$ cat src/hw/rtl/jndg_pkg.sv
// shared constants for the json nesting depth guard
package jndg_pkg;

   localparam int unsigned DEPTH_W = 8;
   localparam int unsigned BYTES_W = 24;
   localparam int unsigned COUNT_W = BYTES_W + 1;
   localparam int unsigned INDEX_W = 1;

   localparam logic [DEPTH_W-1:0] DEPTH_LIMIT_RESET  = 8'd64;
   localparam logic [BYTES_W-1:0] LENGTH_LIMIT_RESET = 24'h100000;
   localparam logic [COUNT_W-1:0] COUNT_SAT          = {COUNT_W{1'b1}};

   // register indexes on the configuration port
   localparam logic [INDEX_W-1:0] CSR_DEPTH_LIMIT  = 1'b0;
   localparam logic [INDEX_W-1:0] CSR_LENGTH_LIMIT = 1'b1;

   // byte codes
   localparam logic [7:0] CHR_OPEN_BRACE    = 8'h7B;
   localparam logic [7:0] CHR_OPEN_BRACKET  = 8'h5B;
   localparam logic [7:0] CHR_CLOSE_BRACE   = 8'h7D;
   localparam logic [7:0] CHR_CLOSE_BRACKET = 8'h5D;
   localparam logic [7:0] CHR_QUOTE         = 8'h22;
   localparam logic [7:0] CHR_BACKSLASH     = 8'h5C;
   localparam logic [7:0] CHR_NUL           = 8'h00;

endpackage

$ cat src/hw/rtl/json_nesting_depth_guard.sv
// json nesting depth guard: screens a byte stream for depth, length and zero bytes
//
// Input channel req_: one document byte per transfer (req_data_byte), with
// req_last_byte high on the final byte. Documents are never empty.
// Result channel rsp_: exactly one transfer per document, rsp_accepted high
// when the document is safe to parse, low when it was rejected.
// Configuration channel csr_: index 0 writes the depth limit (8 bits, low bits
// of csr_data), index 1 writes the length limit (24 bits). csr_ready is always
// high; write only while no document byte is in flight.
// A byte is captured in an input register and evaluated there against the
// document state; a final byte's verdict is registered in the result register,
// which drives rsp_valid.
// Throughput: one byte per cycle, except while req_stall holds a final byte.
// When the receiver stalls with a verdict waiting, non-final bytes keep
// flowing; a further final byte waits in the input register and
// req_stall rises until the verdict is taken.
// Reset: synchronous, active high; clears the document state and restores
// the depth limit to 64 and the length limit to 1048576.
module json_nesting_depth_guard
   import jndg_pkg::*;
(
   input  logic               clock,
   input  logic               reset,

   input  logic               req_valid,
   output logic               req_stall,
   input  logic [7:0]         req_data_byte,
   input  logic               req_last_byte,

   output logic               rsp_valid,
   input  logic               rsp_stall,
   output logic               rsp_accepted,

   input  logic               csr_valid,
   output logic               csr_ready,
   input  logic [INDEX_W-1:0] csr_index,
   input  logic [BYTES_W-1:0] csr_data
);

   logic [DEPTH_W-1:0] depth_limit_ff;
   logic [BYTES_W-1:0] length_limit_ff;

   logic               s1_valid_ff;
   logic [7:0]         s1_byte_ff;
   logic               s1_last_ff;

   logic               inside_string_ff, inside_string_in;
   logic               escape_pending_ff, escape_pending_in;
   logic [DEPTH_W-1:0] nesting_level_ff, nesting_level_in;
   logic [COUNT_W-1:0] bytes_seen_ff, bytes_seen_in;
   logic               rejected_flag_ff, rejected_flag_in;

   logic               rsp_valid_ff;
   logic               rsp_accepted_ff;

   logic               s1_advance;
   logic               req_take;
   logic [COUNT_W-1:0] count_next;
   logic [DEPTH_W:0]   depth_plus;
   logic               reject_now;

   assign csr_ready    = 1'b1;
   assign rsp_valid    = rsp_valid_ff;
   assign rsp_accepted = rsp_accepted_ff;

   assign s1_advance = s1_valid_ff && (!s1_last_ff || !rsp_valid_ff || !rsp_stall);
   assign req_stall  = s1_valid_ff && !s1_advance;
   assign req_take   = req_valid && !req_stall;

   // configuration registers
   always_ff @(posedge clock) begin
      if (reset) begin
         depth_limit_ff  <= DEPTH_LIMIT_RESET;
         length_limit_ff <= LENGTH_LIMIT_RESET;
      end else if (csr_valid && csr_ready) begin
         unique case (csr_index)
            CSR_DEPTH_LIMIT:  depth_limit_ff  <= csr_data[DEPTH_W-1:0];
            CSR_LENGTH_LIMIT: length_limit_ff <= csr_data;
            default: ;
         endcase
      end
   end

   // input register
   always_ff @(posedge clock) begin
      if (reset) begin
         s1_valid_ff <= 1'b0;
      end else if (req_take) begin
         s1_valid_ff <= 1'b1;
      end else if (s1_advance) begin
         s1_valid_ff <= 1'b0;
      end
   end

   always_ff @(posedge clock) begin
      if (req_take) begin
         s1_byte_ff <= req_data_byte;
         s1_last_ff <= req_last_byte;
      end
   end

   // document state update
   always_comb begin
      count_next = (bytes_seen_ff == COUNT_SAT) ? bytes_seen_ff
                                                : bytes_seen_ff + 1'b1;
      depth_plus = {1'b0, nesting_level_ff} + 1'b1;
      reject_now = rejected_flag_ff || (count_next > {1'b0, length_limit_ff})
                   || (s1_byte_ff == CHR_NUL);

      inside_string_in  = inside_string_ff;
      escape_pending_in = escape_pending_ff;
      nesting_level_in  = nesting_level_ff;
      bytes_seen_in     = count_next;
      rejected_flag_in  = reject_now;

      if (!reject_now) begin
         if (inside_string_ff) begin
            if (escape_pending_ff) begin
               escape_pending_in = 1'b0;
            end else if (s1_byte_ff == CHR_BACKSLASH) begin
               escape_pending_in = 1'b1;
            end else if (s1_byte_ff == CHR_QUOTE) begin
               inside_string_in = 1'b0;
            end
         end else if (s1_byte_ff == CHR_QUOTE) begin
            inside_string_in = 1'b1;
         end else if (s1_byte_ff == CHR_OPEN_BRACE || s1_byte_ff == CHR_OPEN_BRACKET) begin
            if (depth_plus > {1'b0, depth_limit_ff}) begin
               rejected_flag_in = 1'b1;
            end else begin
               nesting_level_in = depth_plus[DEPTH_W-1:0];
            end
         end else if (s1_byte_ff == CHR_CLOSE_BRACE || s1_byte_ff == CHR_CLOSE_BRACKET) begin
            if (nesting_level_ff != '0) begin
               nesting_level_in = nesting_level_ff - 1'b1;
            end
         end
      end
   end

   always_ff @(posedge clock) begin
      if (reset) begin
         inside_string_ff  <= 1'b0;
         escape_pending_ff <= 1'b0;
         nesting_level_ff  <= '0;
         bytes_seen_ff     <= '0;
         rejected_flag_ff  <= 1'b0;
      end else if (s1_advance) begin
         if (s1_last_ff) begin
            inside_string_ff  <= 1'b0;
            escape_pending_ff <= 1'b0;
            nesting_level_ff  <= '0;
            bytes_seen_ff     <= '0;
            rejected_flag_ff  <= 1'b0;
         end else begin
            inside_string_ff  <= inside_string_in;
            escape_pending_ff <= escape_pending_in;
            nesting_level_ff  <= nesting_level_in;
            bytes_seen_ff     <= bytes_seen_in;
            rejected_flag_ff  <= rejected_flag_in;
         end
      end
   end

   // result register
   always_ff @(posedge clock) begin
      if (reset) begin
         rsp_valid_ff <= 1'b0;
      end else if (s1_advance && s1_last_ff) begin
         rsp_valid_ff <= 1'b1;
      end else if (!rsp_stall) begin
         rsp_valid_ff <= 1'b0;
      end
   end

   always_ff @(posedge clock) begin
      if (s1_advance && s1_last_ff) begin
         rsp_accepted_ff <= !rejected_flag_in;
      end
   end

`ifndef NO_ASSERTIONS
   a_escape_in_string: assert property (@(posedge clock) disable iff (reset)
      escape_pending_ff |-> inside_string_ff)
      else $error("escape pending outside a string");

   a_stall_cause: assert property (@(posedge clock) disable iff (reset)
      req_stall |-> (s1_valid_ff && s1_last_ff && rsp_valid_ff && rsp_stall))
      else $error("input stalled without a waiting verdict");

   a_verdict_source: assert property (@(posedge clock) disable iff (reset)
      $rose(rsp_valid_ff) |-> $past(s1_advance && s1_last_ff))
      else $error("verdict without a final byte");

   a_clear_after_last: assert property (@(posedge clock) disable iff (reset)
      (s1_advance && s1_last_ff) |=>
         (bytes_seen_ff == '0 && nesting_level_ff == '0 && !rejected_flag_ff
          && !inside_string_ff))
      else $error("document state not cleared after final byte");
`endif

endmodule

$ cat config.mk
export PLATFORM = sky130hd
export DESIGN_NAME = json_nesting_depth_guard
export DESIGN_NICKNAME = d
export VERILOG_FILES = /design/src/hw/rtl/jndg_pkg.sv /design/src/hw/rtl/json_nesting_depth_guard.sv
export SDC_FILE = /design/constraint.sdc
export NUM_CORES = 1
export LEC_CHECK = 0
export BUFFER_PORTS_ARGS = -buffer_cell sky130_fd_sc_hd__buf_2
export CAP_MARGIN = 5
export CORE_AREA = 2 2 153 95
export CTS_BUF_LIST = sky130_fd_sc_hd__clkbuf_8
export CTS_CLUSTER_SIZE = 28
export DETAILED_ROUTE_END_ITERATION = 6
export DIE_AREA = 0 0 155 97
export PLACE_DENSITY = 0.58
export SLEW_MARGIN = 20
export SYNTH_ARGS = -nofsm -noshare
export SYNTH_HDL_FRONTEND = slang
export SYNTH_SLANG_ARGS = --single-unit
$ cat constraint.sdc
create_clock -name clock -period 5 [get_ports clock]
set_input_delay 1.5 -clock clock [delete_from_list [all_inputs] [get_ports clock]]
set_output_delay 1.5 -clock clock [all_outputs]
set_load 0.03 [all_outputs]
-- After elaboration in Yosys (flattened, before gate mapping)
Index checks and enable logic that the tools add are counted.
- register bits: 80
- bits of input ports: 39
- output and inout bits: 4
- logic and storage cells: 89
- add/subtract/negate cells: 3
- $lt $le $gt $ge: 2
- eq/ne operators: 12
- mux-type cells: 32
- bitwise gates (word level): 1
- reductions and logical operators: 27
- operators with widths (kind ; count):
    two-way mux 8 bit ; 8
    two-way mux 25 bit ; 2
    equality test 8 x 7 -> 1 bit, second input constant ; 5
    adder 25 x 1 -> 25 bit, second input constant ; 1
    equality test 25 bit, second input constant ; 1
    > comparator 25 x 24 -> 1 bit ; 1
    two-way mux 1 bit ; 22
    adder 8 x 1 -> 9 bit, second input constant ; 1
    > comparator 9 x 8 -> 1 bit ; 1
    equality test 8 x 6 -> 1 bit, second input constant ; 1
    zero test 8 bit ; 1
    nonzero test 8 bit ; 1
    subtractor 8 x 1 -> 8 bit, second input constant ; 1
    AND reduction 7 bit ; 1
    zero test 1 bit ; 6
    logical OR 1 bit ; 6
    != test 2 bit, second input constant ; 3
    AND reduction 2 bit ; 3
    nonzero test 3 bit ; 2
    logical AND 1 bit ; 4
    nonzero test 2 bit ; 2
    != test 3 bit, second input constant ; 1
    AND reduction 3 bit ; 1
    != test 2 x 1 -> 1 bit, second input constant ; 1
    inverter 1 bit ; 1

-- Logic depth before layout (Yosys ltp)
Gate-level depths: netlist of the first run.
- depth after elaboration: 9
- mapped depth: 16
- depth with buffers taken out: 15

-- Worst setup path after synthesis of the first run
No wires, ideal clock.
- path type: reg2reg
- from: register bytes_seen_ff[3]
- to: register nesting_level_ff[7]
- library setup time: 0.125 ns
- arrival time: 3.425 ns
- required time: 4.875 ns
- path slack: 1.451 ns
- stages on the path, launching flop included: 17
- buffers on the path: 2
- period minus slack after synthesis: 3.549 ns
- path through: dfxtp_1 buf_4 and4_1 buf_2 nand4_1 nor4_4 nor4_4 nand3_1 xnor2_1 ha_1 nand4_1 nor4_1 nand2_1 o311a_1 o21ai_1 nor2_1 mux2i_1
- word-level cells in the longest chain between the ends: 7
- elaborated cells on any way between the ends: 8
- those cells by class: add/sub: 1; order compare: 1; eq/ne: 2; mux: 1; reduce/logical: 3
- ends and longest elaborated chain (item ; line ; RTL):
    start: declaration ; json_nesting_depth_guard.sv:50 ; logic [COUNT_W-1:0] bytes_seen_ff, bytes_seen_in;
    start signal: assignment ; json_nesting_depth_guard.sv:159 ; bytes_seen_ff <= bytes_seen_in;
    adder 25 x 1 -> 25 bit / equality test 25 bit (equally long branches) ; json_nesting_depth_guard.sv:105, json_nesting_depth_guard.sv:104 ;
    two-way mux 25 bit * ; json_nesting_depth_guard.sv:104 ; count_next = (bytes_seen_ff == COUNT_SAT) ? bytes_seen_ff
    > comparator 25 x 24 -> 1 bit * ; json_nesting_depth_guard.sv:107 ; reject_now = rejected_flag_ff || (count_next > {1'b0, length_limit_ff})
    logical OR 1 bit * ; json_nesting_depth_guard.sv:107 ;
    logical OR 1 bit * ; json_nesting_depth_guard.sv:108 ; || (s1_byte_ff == CHR_NUL);
    != test 2 bit (no source line) * ; -- ;
    AND reduction 7 bit (no source line) * ; -- ;
    end signal: assignment ; json_nesting_depth_guard.sv:158 ; nesting_level_ff <= nesting_level_in;
    end: declaration ; json_nesting_depth_guard.sv:49 ; logic [DEPTH_W-1:0] nesting_level_ff, nesting_level_in;
Mark *: on every way between the ends. The rest lies on a longest branch, timed or not.
A chain may end at the register's enable or synchronous reset.

-- Worst setup path in the final report of the first run
- from: register bytes_seen_ff[3]
- to: register nesting_level_ff[5]
Same word-level chain as after synthesis.

==> results of run 1 <==
state kept, by name (all words and copies together), names as in the netlist, 8 cells and up:
register and count:
s1_byte_ff 8, depth_limit_ff 8, length_limit_ff 24, bytes_seen_ff 25, nesting_level_ff 8
per-layer routing:
layer	vias to the layer above	GRT usage [%]	routed length, µm
li1	2097	-	-
met1	1927	27.9	6860
met2	160	20.3	4270
met3	14	4.48	1030
met4	0	4.42	121
met5	-	0	0
cell type report:
| class | instances | area [µm²] | share of cell area (%) |
|---|---|---|---|
| clock inverters | 6 | 90.1 | 1.72 |
| clock buffers | 10 | 138 | 2.63 |
| flip-flops and latches | 80 | 1700 | 32.5 |
| repair buffers | 42 | 213 | 4.06 |
| well taps | 175 | 219 | 4.18 |
| multi-input cells | 432 | 2720 | 51.9 |
| inverters | 42 | 158 | 3.01 |
critical path, stage by stage (launching register included):
cell and delay (ns):
sky130_fd_sc_hd__dfxtp_1 0.46, sky130_fd_sc_hd__and4_1 0.38, sky130_fd_sc_hd__nand4_1 0.22, sky130_fd_sc_hd__nor4_4 0.62
sky130_fd_sc_hd__nor4_4 0.15, sky130_fd_sc_hd__nand3_1 0.14, sky130_fd_sc_hd__xnor2_1 0.09, sky130_fd_sc_hd__ha_1 0.30
sky130_fd_sc_hd__nand4_1 0.12, sky130_fd_sc_hd__nor4_1 0.42, sky130_fd_sc_hd__nand2_1 0.13, sky130_fd_sc_hd__o311a_1 0.33
sky130_fd_sc_hd__o21ai_1 0.46, sky130_fd_sc_hd__nor2_1 0.16, sky130_fd_sc_hd__o211ai_1 0.20
through the flow:
step / worst slack [ns] / utilization [%]
2_1_floorplan: 1.45 / -
3_3_place_gp: 0.982 / 37.1
3_5_place_dp: 0.826 / 37.1
4_1_cts: 0.786 / 38.8
5_1_grt: 0.317 / 38.8
6_report: 0.722 / 38.8
cells by family after synthesis:
logic type / share of synthesized area [%]
AO/OA/AOI/OAI: 17.7
XOR/XNOR: 5.79
adder cells (fa/ha/maj): 9.60
buffers and inverters: 5.76
flip-flops: 36.3
multiplexers: 1.31
other: 0.0799
AND/OR/NAND/NOR: 23.5
worst paths after layout:
check	slack (ns)	startpoint	to	depth (start not counted)
setup / recovery	0.72	bytes_seen_ff[3]	nesting_level_ff[5]	14
hold / removal	0.46	length_limit_ff[9]	length_limit_ff[9]	2
setup reg to reg	0.72	bytes_seen_ff[3]	nesting_level_ff[5]	14
hold reg to reg	0.46	length_limit_ff[9]	length_limit_ff[9]	2
power by group through the flow:
stage / registers, µW / clock network (µW) / logic, µW
after floorplan: 691 / 0 / 73.4
after global placement: 694 / 0 / 110
after detailed placement: 695 / 0 / 112
after CTS: 680 / 566 / 113
after global routing: 683 / 589 / 129
final: 680 / 555 / 114
layout by cell type, fill, tap and decap left out, types with 10 or more instances in the layout:
| cell type | count |
|---|---|
| sky130_fd_sc_hd__buf_2 | 41 |
| sky130_fd_sc_hd__inv_1 | 42 |
| sky130_fd_sc_hd__a21oi_1 | 59 |
| sky130_fd_sc_hd__o21ai_0 | 27 |
| sky130_fd_sc_hd__clkbuf_8 | 10 |
| sky130_fd_sc_hd__dfxtp_1 | 70 |
| sky130_fd_sc_hd__o31ai_1 | 10 |
| sky130_fd_sc_hd__edfxtp_1 | 10 |
| sky130_fd_sc_hd__xor2_1 | 12 |
| sky130_fd_sc_hd__nand4_1 | 13 |
| sky130_fd_sc_hd__xnor2_1 | 19 |
| sky130_fd_sc_hd__nor2_1 | 29 |
| sky130_fd_sc_hd__nand2_1 | 96 |
| sky130_fd_sc_hd__ha_1 | 36 |
| sky130_fd_sc_hd__nand3_1 | 19 |
==> run metrics, run 1 <==
grt ovf=0; type of origin of the critical path=flip-flop; maximum level of the CTS H-tree=3; area of the die=15000 µm²; routed wire length per instance=15.6 µm; run status=finished, final reports clean; CTS Sinks=80; total of cells resized after clock tree synthesis=0; DRC violations left=0; register share of total power=50.4%; average cell area after synthesis=just over 8 µm²; CP required=5.29 ns; share of the synthesized area in the top cell type=between 20% and 30%; die boundary width=155 µm; Post-synth EDFFs=10; number of detailed-route iterations in the first pass=6; via count of the first global-routing pass=3849; Core Footprint=13500 µm²; ys flop type=sky130_fd_sc_hd__dfxtp_1; maximum count of clock buffers along a single path=2; count of endpoints failing hold in the final timing report=0; Final setup violation count=0; top post-synthesis cells by area=sky130_fd_sc_hd__dfxtp_1 30%, sky130_fd_sc_hd__ha_1 9.6%, sky130_fd_sc_hd__nand2_1 7.7%; antenna violations before repair=0; Synth Cell Area=approximately 4700 µm²; hpwl dp=slightly above 9000 µm; instance count of the mapped netlist=581; f_max=234 MHz; first-pass GRT wire length=20100 µm; pin count of the biggest net entering global routing=48; total number of vias=4198; proportion of synthesized flip-flops having asynchronous set or reset=0%; Synth top cells by count=96 x sky130_fd_sc_hd__nand2_1, 70 x sky130_fd_sc_hd__dfxtp_1, 59 x sky130_fd_sc_hd__a21oi_1, 42 x sky130_fd_sc_hd__inv_1, 36 x sky130_fd_sc_hd__ha_1; post-route cell area=5240 µm²; synthesized netlist net count=656; final worst path period share=85.6%; ratio of cells with drive above 1 in the final layout=11.1%; total track usage=16.9%; floorplan die height=97 µm; flip-flop and latch count after synthesis=80; number of hold-repair buffers added at the cts stage=0; maximum fanout along the worst path=8; Relative slew margins=roughly a quarter; count of inserted antenna diode cells=0; power density normalized to cell area=258 nW/µm²; arrival time at the worst endpoint=4.57 ns; Layout Nets=approximately 680; cell count after placement=771; CP Capture Type=flip-flop; minimum hold slack=0.459 ns; max cap viols=0; power consumption=1350 µW; Yosys warnings=0; count of buffers from port buffering=41; synth unique cells=54; number of DRC markers after the initial detailed-route iteration=~400; share of total power in the clock network=between 40% and 50%; most frequent cell after synthesis=sky130_fd_sc_hd__nand2_1; setup repair after global routing missed its margin=false; total cell area at the placement stage=5010 µm²; Total Wirelength=12300 µm; cts bufs inserted=9; worst vdd ir=~0.12 mV; Leakage=0.00214 µW; slew of the pin with the lowest slew margin=1.13 ns; later-pin clock latency in the skew report=about 0.37 ns; Antenna Violating Nets Remaining=0; # IOs=43; switching power=344 µW; filler cell count=1400; number of pins exceeding their max-slew limit in the final report=0; clock-pin slew on the worst setup and hold paths=approximately 0.090 ns; cell type with the highest aggregate area in the netlist=sky130_fd_sc_hd__dfxtp_1; type of the worst setup path=flip-flop to flip-flop; logic gate share of total power=~8.4%; Post-CTS Setup Repair Bufs=0; site row count=33; final total negative setup slack=0 ns; Worst Skew=0.00968 ns; layout-stage area growth over the synthesis result=11.7%; CTS Root Cell=sky130_fd_sc_hd__clkbuf_8; non-filler instance count after layout=slightly below 800; Avg Vias per Cell=5.33; internal power contribution=1010 µW; hold crit path type=flip-flop to flip-flop; crit path time final=4.28 ns; clock tree from TritonCTS=done; sequential cell area fraction in the yosys report=36.3%; share of total power consumed by net switching=25.5%; starting density of the core=34.7%; global placer's final weighted congestion=0.883
Note: power is estimated with default switching activity, not from simulation.
==> inputs of run 2 (changes only) <==
--- a/config.mk
+++ b/config.mk
@@ -8,10 +8,10 @@
 export BUFFER_PORTS_ARGS = -buffer_cell sky130_fd_sc_hd__buf_2
 export CAP_MARGIN = 5
-export CORE_AREA = 2 2 153 95
+export CORE_AREA = 2 2 123 77
 export CTS_BUF_LIST = sky130_fd_sc_hd__clkbuf_8
 export CTS_CLUSTER_SIZE = 28
 export DETAILED_ROUTE_END_ITERATION = 6
-export DIE_AREA = 0 0 155 97
-export PLACE_DENSITY = 0.58
+export DIE_AREA = 0 0 125 79
+export PLACE_DENSITY = 0.8
 export SLEW_MARGIN = 20
 export SYNTH_ARGS = -nofsm -noshare
==> constraint.sdc (replaced) <==
create_clock -name clock -period 5 [get_ports clock]
set_input_delay 1.5 -clock clock [delete_from_list [all_inputs] [get_ports clock]]
set_output_delay 1.5 -clock clock [all_outputs]
set_load 0.01 [all_outputs]
==> run 2 against run 1 <==
Effect of this change: design area fell by 2.8%; clock power shrank 25%; highest routed layer unchanged; global-route usage rose by 7.9 points; routed wire length fell by 5.6%; via count up 0.69%; setup slack lost 0.011 ns; largest cell class unchanged.
==> run metrics, run 2 (synthesis gave the netlist of run 1 again) <==
power consumption=1210 µW; Core Footprint=8850 µm²; pin count of the biggest net entering global routing=50; CTS Sinks=80; type of origin of the critical path=flip-flop; f_max=233 MHz; Leakage=0.00211 µW; cells along the critical path=and4_1, nand4_1, nor4_4, nor3_2, nand3_1, xnor2_1, ha_1, nand2_1, nor4_1, nand2_1, nor4_1, o21ai_1, nor2_1, mux2i_1; hold crit path type=flip-flop to flip-flop; total track usage=24.8%; routed wire length per instance=15.9 µm; maximum fanout along the worst path=8; site row count=27; final total negative setup slack=0 ns; CP Capture Type=flip-flop; number of detailed-route iterations in the first pass=5; CP max-delay cell=sky130_fd_sc_hd__nor4_4; die boundary width=125 µm; crit path time final=approximately 4.3 ns; cts bufs inserted=9; Avg Vias per Cell=approximately 5.8; slew of the pin with the lowest slew margin=1.07 ns; Post-CTS Setup Repair Bufs=0; total number of vias=between 4000 and 5000; Layout Nets=681; number of pins exceeding their max-slew limit in the final report=0; Worst Skew=~0.013 ns; first-pass GRT wire length=19400 µm; global placer's final weighted congestion=0.956; total of cells resized after clock tree synthesis=0; Antenna Violating Nets Remaining=0; register containing the most flip-flops in the final layout=bytes_seen_ff; CTS Root Cell=sky130_fd_sc_hd__clkbuf_8; number of hold-repair buffers added at the cts stage=0; total buffers and inverters traversed by the critical path=0; final critical-path setup slack=about 0.71 ns; Total Wirelength=roughly 12000 µm; count of endpoints failing hold in the final timing report=0; type of the worst setup path=flip-flop to flip-flop; hpwl dp=slightly below 9000 µm; largest registers=bytes_seen_ff x25, length_limit_ff x24; final worst path period share=about 86%; CP top delay family=simple AND/OR/NAND/NOR gates; run status=finished, final reports clean; area of the die=9880 µm²; via count of the first global-routing pass=3973; count of buffers from port buffering=41; maximum level of the CTS H-tree=3; leading cell type in the layout, fill and taps excluded=sky130_fd_sc_hd__nand2_1; floorplan die height=79 µm; arrival time at the worst endpoint=4.59 ns; # IOs=43; minimum hold slack=0.455 ns; Final setup violation count=0; Relative slew margins=approximately 28%; starting density of the core=53.0%; CP required=5.30 ns; clock-pin slew on the worst setup and hold paths=0.09 ns; highest-count cells in the layout ignoring fill and taps=96 x sky130_fd_sc_hd__nand2_1, 70 x sky130_fd_sc_hd__dfxtp_1, 59 x sky130_fd_sc_hd__a21oi_1; post-route cell area=5090 µm²; power density normalized to cell area=238 nW/µm²; clock tree from TritonCTS=done; Post-Place Setup Slack=0.852 ns; total cell area at the placement stage=4930 µm²; antenna violations before repair=0; number of DRC markers after the initial detailed-route iteration=412; maximum count of clock buffers along a single path=2; setup repair after global routing missed its margin=false; layout-stage area growth over the synthesis result=8.56%; biggest cell delay along the critical path=0.60 ns; DRC violations left=0; count of inserted antenna diode cells=0; later-pin clock latency in the skew report=0.37 ns; grt ovf=0; worst vdd ir=0.155 mV; max cap viols=0; ratio of cells with drive above 1 in the final layout=10.6%; max reg flops=25
## run 2: path summary, 6_finish.rpt
| kind | slack [ns] | startpoint | to | cells past startpoint |
|---|---|---|---|---|
| max | 0.71 | bytes_seen_ff[3] | nesting_level_ff[7] | 14 |
| min | 0.46 | length_limit_ff[4] | length_limit_ff[4] | 2 |
| max reg2reg | 0.71 | bytes_seen_ff[3] | nesting_level_ff[7] | 14 |
| min reg2reg | 0.46 | length_limit_ff[4] | length_limit_ff[4] | 2 |
## run 2: worst register-to-register path, cell delays in order (launching register included)
cell,delay (ns)
sky130_fd_sc_hd__dfxtp_1,0.46
sky130_fd_sc_hd__and4_1,0.36
sky130_fd_sc_hd__nand4_1,0.21
sky130_fd_sc_hd__nor4_4,0.60
sky130_fd_sc_hd__nor3_2,0.22
sky130_fd_sc_hd__nand3_1,0.18
sky130_fd_sc_hd__xnor2_1,0.09
sky130_fd_sc_hd__ha_1,0.30
sky130_fd_sc_hd__nand2_1,0.09
sky130_fd_sc_hd__nor4_1,0.32
sky130_fd_sc_hd__nand2_1,0.14
sky130_fd_sc_hd__nor4_1,0.45
sky130_fd_sc_hd__o21ai_1,0.31
sky130_fd_sc_hd__nor2_1,0.26
sky130_fd_sc_hd__mux2i_1,0.23
## run 2: per-stage QoR
stage / util, % / cells
after floorplan: - / 581
after global placement: 55.7 / 711
after detailed placement: 55.7 / 711
after CTS: 57.5 / 727
after global routing: 57.5 / 727
final: 57.5 / 727
## run 2: layer usage
layer / part of all wire [%] / track usage, % / up-vias
met3: 7.6 / 6.33 / 17
met1: 51 / 36.9 / 1963
met5: 0 / 0 / -
li1: - / - / 2089
met4: 1.3 / 6.89 / 0
met2: 40 / 35.4 / 158
## run 2: final cells by class
cell class              instances  area (µm²)
well taps                     116         145
clock buffers                   9         124
fillers                       818        3760
flip-flops and latches         80        1700
multi-input cells             432        2720
clock inverters                 7        40.0
inverters                      42         158
repair buffers                 41         205
## run 2: report_power, final
part / internal (µW) / switching, µW / total (µW) / leakage [µW]
clock network: 175 / 244 / 418 / 0.0000799
logic: 40.8 / 70.3 / 111 / 0.00136
registers: 668 / 12.3 / 680 / 0.000664
==> inputs of run 3 (changes only) <==
clock period = 4.1 ns   (was 5 ns; I/O delays follow)
==> run 3 against run 2 <==
Effect of this change: final cell count rose by 1.1%; clock skew decreased by 0.0047 ns; utilization rose by 1.8 points; clock power grew 58%; non-clock buffer count increased by 8; fmax up 12%; die area stayed put; first-iteration DRC count is 9.5% higher; flip-flop and latch count is the same; critical path type unchanged; largest power group unchanged.
==> run metrics, run 3 (synthesis gave the netlist of run 1 again) <==
run status=finished, final reports clean; type of origin of the critical path=flip-flop; power density normalized to cell area=310 nW/µm²; number of pins exceeding their max-slew limit in the final report=0; count of buffers from port buffering=41; biggest cell delay along the critical path=0.43 ns; routed wire length per instance=16.0 µm; floorplan die height=between 70 and 80 µm; count of inserted antenna diode cells=0; Antenna Violating Nets Remaining=0; via count of the first global-routing pass=approximately 4000; share of total power in the clock network=40.5%; CTS Sinks=80; worst hold path endpoint=length_limit_ff[9]; filler cell count=791; Leakage=0.00219 µW; later-pin clock latency in the skew report=between 0.3 and 0.4 ns; ratio of cells with drive above 1 in the final layout=13.2%; Post-Place Setup Slack=roughly 0.072 ns; CP max-delay cell=sky130_fd_sc_hd__dfxtp_1; total buffers and inverters traversed by the critical path=1; cells along the critical path=ha_1, and2_1, nand4_1, nor4_4, buf_4, nor2_2, and3_4, xor2_1, ha_1, nand4_1, a21oi_1, nor2_1, o311a_1, o21a_1, and3_1, nor3_1; total track usage=around a quarter; pin count of the biggest net entering global routing=slightly below 50; site row count=27; first-pass GRT wire length=19400 µm; f_max=roughly 260 MHz; count of endpoints failing hold in the final timing report=0; register share of total power=50.9%; worst-case reg-to-reg path depth=16; arrival time at the worst endpoint=4.12 ns; CP Capture Type=flip-flop; maximum fanout along the worst path=6; global placer's final weighted congestion=0.918; die boundary width=125 µm; Core Footprint=around 8900 µm²; hold crit path type=flip-flop to flip-flop; type of the worst setup path=flip-flop to flip-flop; area of the die=9880 µm²; Layout Nets=689; register containing the most flip-flops in the final layout=bytes_seen_ff; clock-pin slew on the worst setup and hold paths=about 0.08 ns; leading cell type in the layout, fill and taps excluded=sky130_fd_sc_hd__nand2_1; slack of the worst reg-to-reg path=0.26 ns; start point of the critical path=bytes_seen_ff[0]; clock tree from TritonCTS=done; total number of vias=4291; maximum count of clock buffers along a single path=2; startpoint of the most critical register-to-register path=bytes_seen_ff[0]; final total negative setup slack=0 ns; share of total power consumed by net switching=24.1%; final critical-path setup slack=0.261 ns; Avg Vias per Cell=5.84; number of DRC markers after the initial detailed-route iteration=451; grt ovf=0; starting density of the core=53.0%; highest-count cells in the layout ignoring fill and taps=95 x sky130_fd_sc_hd__nand2_1, 68 x sky130_fd_sc_hd__dfxtp_1, 59 x sky130_fd_sc_hd__a21oi_1; CP required=4.39 ns; Relative slew margins=between 40 and 50%; layout-stage area growth over the synthesis result=11.9%; Total Wirelength=11800 µm; Hold Startpoint=length_limit_ff[9]; crit path time final=between 3 and 4 ns; max cap viols=0; max reg flops=25; CP top delay family=simple AND/OR/NAND/NOR gates; final worst path period share=a little over nine tenths; internal power contribution=1240 µW; # IOs=43; slew of the pin with the lowest slew margin=0.775 ns; worst r2r dst=inside_string_ff; Final setup violation count=0; worst vdd ir=0.200 mV; hpwl dp=roughly 9000 µm; maximum level of the CTS H-tree=3; setup repair after global routing missed its margin=false; antenna violations before repair=0; logic gate share of total power=8.6%; number of cells on the worst hold path=2; cts bufs inserted=9; number of detailed-route iterations in the first pass=7; number of hold-repair buffers added at the cts stage=0; switching power=393 µW; CTS Root Cell=sky130_fd_sc_hd__clkbuf_8; largest registers=bytes_seen_ff x25, length_limit_ff x24; DRC violations left=0; Worst Skew=0.00791 ns
-- run 3: cell types whose count changed in the layout (fill, tap and decap cells not counted), sizes merged --
cell	previous run	this run
inv	43	44
buf	41	49
bufinv	0	2
clkinvlp	3	0
clkinv	3	1
clkbuf	9	11
-- run 3: worst max path at each step --
stage                          endpoint  cells past startpoint
floorplan           nesting_level_ff[7]                     16
global placement    nesting_level_ff[2]                     16
detailed placement  nesting_level_ff[7]                     16
CTS                 nesting_level_ff[7]                     16
global route        nesting_level_ff[2]                     14
finish                 inside_string_ff                     16
-- run 3: worst register-to-register path, delay by kind of cell (launching register included) --
kind | cells | cell delay, ns
AND/OR/NAND/NOR | 9 | 1.64
AO/OA/AOI/OAI | 3 | 0.79
adder cells (fa/ha/maj) | 2 | 0.51
flip-flops | 1 | 0.43
buffers and inverters | 1 | 0.23
XOR/XNOR | 1 | 0.16
-- run 3: repair_timing --
item,in CTS,in global routing
setup buffers,0,1
setup endpoints to repair,0,12
gates resized for setup,0,11
-- run 3: cell type report --
type | count | area, µm² | area share (%)
Sequential cell | 80 | 1700 | 32.5
Tap cell | 116 | 145 | 2.76
Clock buffer | 11 | 151 | 2.88
Multi-Input combinational cell | 432 | 2750 | 52.5
Inverter | 42 | 158 | 3.00
Clock inverter | 5 | 72.6 | 1.38
Timing Repair Buffer | 49 | 265 | 5.05
-- run 3: power groups by stage --
| stage | Clock (µW) | Combinational (µW) | Sequential [µW] |
|---|---|---|---|
| 2_1_floorplan | 0 | 88.7 | 842 |
| 3_3_place_gp | 0 | 128 | 846 |
| 3_5_place_dp | 0 | 133 | 847 |
| 4_1_cts | 667 | 135 | 829 |
| 5_1_grt | 701 | 158 | 832 |
| 6_report | 661 | 140 | 829 |
-- run 3: layer usage --
metal / wire length (µm) / up-vias / track usage, %
met3: 1100 / 16 / 7.61
met1: 5830 / 2009 / 36.5
met4: 143 / 0 / 6.89
li1: - / 2100 / -
met2: 4720 / 166 / 34.7
met5: 0 / - / 0
-- run 3: stage by stage --
step | cells | hold WS [ns] | utilization [%] | instance area [µm²] | total power [µW]
finish | 735 | 0.457 | 59.3 | 5250 | 1630
global route | 735 | 0.474 | 59.3 | 5250 | 1690
CTS | 734 | 0.460 | 58.8 | 5200 | 1630
detailed placement | 718 | 0.449 | 56.3 | 4980 | 980
global placement | 718 | 0.442 | 56.3 | 4980 | 974
floorplan | 581 | 0.426 | - | 4690 | 931
